==> src/hdl/imh_pkg.sv <==
// Shared constants, codes and types of the indexed min-heap unit.
// Depends on nothing; used by the controller, the datapath, the top level and the checker.
`default_nettype none
package imh_pkg;
    localparam int CAPACITY   = 128;
    localparam int NUM_IDS    = 1024;
    localparam int KEY_BITS   = 32;
    localparam int ID_BITS    = $clog2(NUM_IDS);
    localparam int SLOT_BITS  = $clog2(CAPACITY);
    localparam int COUNT_BITS = 8;

    localparam logic [1:0] FUNC_INSERT  = 2'd0;
    localparam logic [1:0] FUNC_EXTRACT = 2'd1;
    localparam logic [1:0] FUNC_CHANGE  = 2'd2;

    localparam logic [1:0] ST_OK     = 2'd0;
    localparam logic [1:0] ST_EMPTY  = 2'd1;
    localparam logic [1:0] ST_FULL   = 2'd2;
    localparam logic [1:0] ST_ABSENT = 2'd3;

    localparam logic [3:0] DP_NOP     = 4'd0;
    localparam logic [3:0] DP_CLEAR   = 4'd1;
    localparam logic [3:0] DP_LOAD    = 4'd2;
    localparam logic [3:0] DP_LOOK    = 4'd3;
    localparam logic [3:0] DP_FAIL    = 4'd4;
    localparam logic [3:0] DP_INS     = 4'd5;
    localparam logic [3:0] DP_EXT     = 4'd6;
    localparam logic [3:0] DP_CHG     = 4'd7;
    localparam logic [3:0] DP_UP_RD   = 4'd8;
    localparam logic [3:0] DP_UP_MOVE = 4'd9;
    localparam logic [3:0] DP_DN_RD   = 4'd10;
    localparam logic [3:0] DP_DN_MOVE = 4'd11;
    localparam logic [3:0] DP_PLACE   = 4'd12;
    localparam logic [3:0] DP_RESULT  = 4'd13;

    typedef struct packed {
        logic [ID_BITS-1:0]  id;
        logic [KEY_BITS-1:0] key;
    } heap_ent_t;

    typedef struct packed {
        logic                 held;
        logic [SLOT_BITS-1:0] slot;
    } slot_ent_t;

    typedef struct packed {
        logic [3:0] op;
        logic [1:0] status;
    } dp_cmd_t;

    typedef struct packed {
        logic       clear_done;
        logic [1:0] func;
        logic       full;
        logic       empty;
        logic       last_one;
        logic       held;
        logic       at_root;
        logic       up_stop;
        logic       no_left;
        logic       down_stop;
        logic       key_lower;
        logic       out_busy;
    } dp_stat_t;
endpackage
`default_nettype wire

==> src/hdl/imh_ctrl.sv <==
// Controller of the indexed min-heap unit: sequences clear, lookup and sift steps.
// Depends on imh_pkg; drives the datapath through dp_cmd_t and reads dp_stat_t.
`default_nettype none
module imh_ctrl (
    input  wire logic              aclk,
    input  wire logic              aresetn,
    input  wire logic              s_tvalid,
    output logic                   s_tready,
    input  wire imh_pkg::dp_stat_t stat,
    output imh_pkg::dp_cmd_t       cmd
);
    import imh_pkg::*;

    localparam logic [3:0] S_CLEAR  = 4'd0;
    localparam logic [3:0] S_IDLE   = 4'd1;
    localparam logic [3:0] S_LOOK   = 4'd2;
    localparam logic [3:0] S_CHECK  = 4'd3;
    localparam logic [3:0] S_CHGCMP = 4'd4;
    localparam logic [3:0] S_UP     = 4'd5;
    localparam logic [3:0] S_UPCMP  = 4'd6;
    localparam logic [3:0] S_DN     = 4'd7;
    localparam logic [3:0] S_DNCMP  = 4'd8;
    localparam logic [3:0] S_PLACE  = 4'd9;
    localparam logic [3:0] S_RESP   = 4'd10;

    logic [3:0] state_reg, state_next;

    assign s_tready = (state_reg == S_IDLE);

    always_ff @(posedge aclk) begin
        if (!aresetn) begin
            state_reg <= S_CLEAR;
        end else begin
            state_reg <= state_next;
        end
    end

    always_comb begin
        state_next = state_reg;
        cmd.op     = DP_NOP;
        cmd.status = ST_OK;
        unique case (state_reg)
            S_CLEAR: begin
                cmd.op = DP_CLEAR;
                if (stat.clear_done) state_next = S_IDLE;
            end
            S_IDLE: begin
                if (s_tvalid) begin
                    cmd.op     = DP_LOAD;
                    state_next = S_LOOK;
                end
            end
            S_LOOK: begin
                cmd.op     = DP_LOOK;
                state_next = S_CHECK;
            end
            S_CHECK: begin
                state_next = S_RESP;
                priority case (stat.func)
                    FUNC_INSERT: begin
                        if (stat.full) begin
                            cmd.op     = DP_FAIL;
                            cmd.status = ST_FULL;
                        end else if (stat.held) begin
                            cmd.op     = DP_FAIL;
                            cmd.status = ST_ABSENT;
                        end else begin
                            cmd.op     = DP_INS;
                            state_next = S_UP;
                        end
                    end
                    FUNC_EXTRACT: begin
                        if (stat.empty) begin
                            cmd.op     = DP_FAIL;
                            cmd.status = ST_EMPTY;
                        end else begin
                            cmd.op = DP_EXT;
                            if (!stat.last_one) state_next = S_DN;
                        end
                    end
                    FUNC_CHANGE: begin
                        if (!stat.held) begin
                            cmd.op     = DP_FAIL;
                            cmd.status = ST_ABSENT;
                        end else begin
                            cmd.op     = DP_CHG;
                            state_next = S_CHGCMP;
                        end
                    end
                    default: state_next = S_RESP;
                endcase
            end
            S_CHGCMP: begin
                state_next = stat.key_lower ? S_UP : S_DN;
            end
            S_UP: begin
                if (stat.at_root) begin
                    state_next = S_PLACE;
                end else begin
                    cmd.op     = DP_UP_RD;
                    state_next = S_UPCMP;
                end
            end
            S_UPCMP: begin
                if (stat.up_stop) begin
                    state_next = S_PLACE;
                end else begin
                    cmd.op     = DP_UP_MOVE;
                    state_next = S_UP;
                end
            end
            S_DN: begin
                if (stat.no_left) begin
                    state_next = S_PLACE;
                end else begin
                    cmd.op     = DP_DN_RD;
                    state_next = S_DNCMP;
                end
            end
            S_DNCMP: begin
                if (stat.down_stop) begin
                    state_next = S_PLACE;
                end else begin
                    cmd.op     = DP_DN_MOVE;
                    state_next = S_DN;
                end
            end
            S_PLACE: begin
                cmd.op     = DP_PLACE;
                state_next = S_RESP;
            end
            S_RESP: begin
                if (!stat.out_busy) begin
                    cmd.op     = DP_RESULT;
                    state_next = S_IDLE;
                end
            end
            default: state_next = S_CLEAR;
        endcase
    end
endmodule
`default_nettype wire

==> config.mk <==
export PLATFORM = sky130hd
export DESIGN_NAME = imh_ctrl
export DESIGN_NICKNAME = d
export VERILOG_FILES = /design/src/hdl/imh_pkg.sv /design/src/hdl/imh_ctrl.sv
export SDC_FILE = /design/constraint.sdc
export NUM_CORES = 1
export LEC_CHECK = 0
export BUFFER_PORTS_ARGS = -buffer_cell sky130_fd_sc_hd__buf_2
export CAP_MARGIN = 20
export CORE_MARGIN = 2
export CORE_UTILIZATION = 52
export CTS_CLUSTER_DIAMETER = 100
export DETAILED_ROUTE_END_ITERATION = 8
export MAX_ROUTING_LAYER = met4
export PLACE_DENSITY_LB_ADDON = 0.3
export SYNTH_ARGS = -nofsm -noshare
export SYNTH_HDL_FRONTEND = slang
export SYNTH_SLANG_ARGS = --single-unit
export TNS_END_PERCENT = 30
==> constraint.sdc <==
create_clock -name aclk -period 3.3 [get_ports aclk]
set_clock_uncertainty 0.05 [all_clocks]
set_input_delay 0.165 -clock aclk [delete_from_list [all_inputs] [get_ports aclk]]
set_output_delay 0.165 -clock aclk [all_outputs]
set_load 0.02 [all_outputs]
==> impl_results.rst <==
.. list-table::
   :header-rows: 1

   * - Metric
     - Value
   * - Status
     - completed
   * - Crit. Startpoint
     - state_reg[1]
   * - Initial core utilization
     - 0.541
   * - Sequential area share after synthesis
     - 0.118
   * - Synth Area in Adders
     - 0
   * - Number of flip-flops in the largest register
     - 4
   * - Number of gates given a new drive strength after cts
     - 0
   * - Post-synthesis mux area share
     - 0.0314
   * - FF-to-FF setup slack
     - 1450 ps
   * - Remaining Overflow, GRT
     - 0
   * - Critical path capture point
     - cmd[5]
   * - Net Switching
     - 279 uW
   * - Setup Total Neg Slack
     - 0 ps
   * - Highest attainable clock frequency
     - 470 MHz
   * - Static Leakage
     - 0.318 nW
   * - Cells traversed along the worst timing path
     - nand2b_1 > o21a_1 > o32ai_1 > or3_1 > buf_2
   * - Average instance area after synthesis
     - 6.92 um2
   * - GRT Overall Usage
     - 0.232
   * - Vias in the first global route
     - 607
   * - Critical path start-end classification
     - flop to output port
   * - Number of rows created at floorplan
     - 13
   * - Data arrival time of the worst path
     - 1910 ps
   * - ANT nets after route
     - 0
   * - First-pass GRT wire length
     - 2500 um
   * - Sinks on Clock Net
     - 4
   * - Post-detailed-routing wire length
     - 1680 um
   * - Portion of total power attributed to sequential cells
     - 0.285
   * - Endpoint of the lowest-slack register-to-register path
     - state_reg[0]
   * - Slew margin rel.
     - 0.524
   * - Worst reg2reg path startpoint
     - state_reg[1]
   * - Routability congestion estimate
     - 0.792
   * - Area fraction of the dominant cell type after synthesis
     - 0.118
   * - Nature of the critical path startpoint
     - flop
   * - Total CTS buffers
     - 3
   * - Maximum level of the CTS H-tree
     - 1
   * - CTS Root Buffer Type
     - sky130_fd_sc_hd__clkbuf_4
   * - Post-synthesis share of cell area spent on and, or, nand and nor gates
     - 0.351
   * - Crit-path max FO
     - 22
   * - Max-capacitance violation count
     - 0
   * - Die Area
     - 0.00161 mm2
   * - Maximum vdd ir drop
     - 0.000517 V
   * - Placement Cell Area
     - 759 um2
   * - Total power divided by cell area
     - 683 mW/mm2
   * - Clock power share
     - 0.110
   * - Remaining DRCs
     - 0
   * - Delay of the slowest cell on the worst path
     - 770 ps
   * - Area of the mapped netlist
     - 678 um2
   * - I/O pin count
     - 23
   * - Number of antenna violations at the first check in global routing
     - 0
   * - Cell class contributing the biggest share of worst-path delay
     - flip-flops
   * - Number of nets produced by synthesis
     - 114
   * - Non-Filler Cell Area, Final
     - 782 um2
   * - Slowest stage cell, crit path
     - sky130_fd_sc_hd__dfxtp_1
   * - Unrepaired setup endpoints after global routing
     - false
   * - Area growth from synthesis to final layout
     - 15.3%
   * - Final layout net count
     - 132
   * - Maximum count of clock buffers along a single path
     - 2
   * - Min Tclk post-route
     - 2130 ps
   * - Number of buffer and inverter stages on the critical path
     - 1
   * - Synthesized-area fraction occupied by xor and xnor cells
     - 0
   * - Max-slew violation total from the final report
     - 0
   * - Stages on worst setup path
     - 5
   * - Class of the most critical hold timing path
     - primary input to flop
   * - Horizontal die dimension
     - 40.1 um
   * - Largest net degree at the start of global routing
     - 23
   * - Power Internal
     - 255 uW
   * - R2R depth
     - 4
   * - Yosys reg bits
     - 4
   * - Worst-margin pin slew
     - 712 ps
   * - DR vias
     - 793
   * - Combinational cell fraction of total power
     - 0.606
   * - Critical Path RT
     - 3080 ps
   * - Main combinational cell family by area after synthesis
     - compound AO/OA/AOI/OAI gates
   * - Port-buffer cells
     - 22
   * - Switching part of the total power
     - 0.522
   * - Clock latency on the worst-skew pair
     - 230 ps
   * - # hold bufs at CTS
     - 0
   * - Count of routing violations after the opening detailed-route iteration
     - 28
   * - Postcts setup bufs
     - 0
   * - Number of vias per cell
     - 6.15
   * - Share of final-layout standard cells stronger than drive strength 1
     - 0.263
   * - Core area
     - 0.00125 mm2
   * - Routed WL per cell
     - 13.0 um
   * - Clock tree from TritonCTS
     - built
   * - Cell type with the highest aggregate area in the netlist
     - sky130_fd_sc_hd__dfxtp_1
   * - Number of endpoints failing setup at the final stage
     - 0
   * - Clock input transition at the sequential cells of the worst setup and hold paths
     - 40 ps
   * - Post-route clock period utilization
     - 0.644
   * - Hold Fails Final Rpt
     - 0
   * - Die Y
     - 40.1 um
   * - Warning count from the yosys run
     - 0
   * - Largest cells by area after synthesis
     - sky130_fd_sc_hd__dfxtp_1 (12%), sky130_fd_sc_hd__nand2b_1 (9.2%), sky130_fd_sc_hd__a21oi_1 (5.9%)
   * - Number of distinct library cell variants in the gate-level netlist after synthesis
     - 37
   * - HPWL after detailed placement
     - 1240 um
   * - Crit end category
     - output port
   * - Worst hold path depth
     - 2
   * - Share of the synthesized area in compound gates (AO/OA/AOI/OAI)
     - 0.413
   * - Number of iterations in the first detailed-routing pass
     - 4
   * - Number of standard cells after synthesis
     - 98
   * - Count of inserted antenna diode cells
     - 0
==> layout make-up <==
class / count / area (um2)
Multi-Input combinational cell: 82 / 539
Fill cell: 120 / 470
Timing Repair Buffer: 22 / 110
Sequential cell: 4 / 80.1
Clock buffer: 3 / 22.5
Tap cell: 15 / 18.8
Inverter: 3 / 11.3
==> kinds of logic (layout without fill, tap and decap cells) <==
family	after synthesis	in the layout
flops	4	4
mux	2	2
compound gates	40	40
simple gates	40	40
buf+inv	12	28
==> power by group through the flow <==
stage	Sequential, mW	Combinational, mW	Clock [mW]
floorplan	0.0797	0.327	0
global placement	0.149	0.321	0
detailed placement	0.149	0.322	0
CTS	0.148	0.323	0.0610
global route	0.160	0.358	0.0654
finish	0.152	0.323	0.0586
==> worst min-delay path by stage <==
stage	to	startpoint	slack, ps
after floorplan	state_reg[2]	aresetn	260
after global placement	state_reg[0]	aresetn	390
after detailed placement	state_reg[0]	aresetn	400
after CTS	state_reg[0]	aresetn	160
after global routing	state_reg[0]	aresetn	160
final	state_reg[0]	aresetn	160
==> worst register-to-register path, stage by stage, from the launching register on <==
cell                      delay [ps]
sky130_fd_sc_hd__dfxtp_1         770
sky130_fd_sc_hd__mux2_2          410
sky130_fd_sc_hd__a21oi_1         180
sky130_fd_sc_hd__o31ai_1         100
sky130_fd_sc_hd__a41o_1          230
==> cells in the final DEF (no fill, tap or decap), types with 3 or more instances in the layout <==
cell / n
sky130_fd_sc_hd__a211oi_1: 4
sky130_fd_sc_hd__a21oi_1: 8
sky130_fd_sc_hd__buf_2: 22
sky130_fd_sc_hd__clkbuf_4: 3
sky130_fd_sc_hd__dfxtp_1: 4
sky130_fd_sc_hd__inv_1: 3
sky130_fd_sc_hd__nand2_1: 5
sky130_fd_sc_hd__nand2b_1: 10
sky130_fd_sc_hd__nor2_1: 8
sky130_fd_sc_hd__nor3_1: 4
sky130_fd_sc_hd__nor3b_1: 3
sky130_fd_sc_hd__o21ai_0: 7
sky130_fd_sc_hd__o31ai_1: 4
==> routing by layer <==
| metal | routed length, um | up-vias | GRT usage | share of wire |
|---|---|---|---|---|
| li1 | - | 404 | - | - |
| met5 | 0 | - | - | 0 |
| met3 | 97 | 0 | 0.0500 | 0.058 |
| met4 | 0 | 0 | 0 | 0 |
| met2 | 805 | 32 | 0.363 | 0.48 |
| met1 | 772 | 357 | 0.322 | 0.46 |
==> through the flow <==
step	cells	setup WS, ps	power, mW	util	hold WS [ps]
after global routing	129	1040	0.584	0.624	161
after global placement	126	1480	0.470	0.606	391
after CTS	129	1190	0.532	0.624	158
final	129	1170	0.534	0.624	162
after detailed placement	126	1440	0.471	0.606	399
after floorplan	98	1470	0.407	-	260
==> cells in the mapped netlist <==
master	n
sky130_fd_sc_hd__a211o_1	2
sky130_fd_sc_hd__nand2b_1	10
sky130_fd_sc_hd__buf_6	1
sky130_fd_sc_hd__nand3b_1	2
sky130_fd_sc_hd__dfxtp_1	4
sky130_fd_sc_hd__nor2_1	8
sky130_fd_sc_hd__and3b_1	1
sky130_fd_sc_hd__o311ai_0	1
sky130_fd_sc_hd__or4b_4	1
sky130_fd_sc_hd__or3_1	1
sky130_fd_sc_hd__nand4b_1	1
sky130_fd_sc_hd__nor4b_1	1
sky130_fd_sc_hd__mux2_2	1
sky130_fd_sc_hd__a31oi_1	1
sky130_fd_sc_hd__a21oi_2	2
sky130_fd_sc_hd__mux2i_1	1
sky130_fd_sc_hd__a211oi_1	4
sky130_fd_sc_hd__o22a_1	1
sky130_fd_sc_hd__o32ai_1	1
sky130_fd_sc_hd__o21a_1	2
sky130_fd_sc_hd__o31ai_1	4
sky130_fd_sc_hd__buf_2	5
sky130_fd_sc_hd__o21ai_0	7
sky130_fd_sc_hd__o221ai_1	1
sky130_fd_sc_hd__nor3_1	4
sky130_fd_sc_hd__nand3_1	1
sky130_fd_sc_hd__inv_1	3
sky130_fd_sc_hd__clkbuf_1	3
sky130_fd_sc_hd__nand2_1	5
sky130_fd_sc_hd__nand4bb_1	1
sky130_fd_sc_hd__nor2b_1	1
sky130_fd_sc_hd__a21oi_1	8
sky130_fd_sc_hd__a21o_1	2
sky130_fd_sc_hd__o22ai_1	2
sky130_fd_sc_hd__a41o_1	1
sky130_fd_sc_hd__nor3b_1	3
sky130_fd_sc_hd__a21oi_4	1
(Power assumes the default switching activity.)
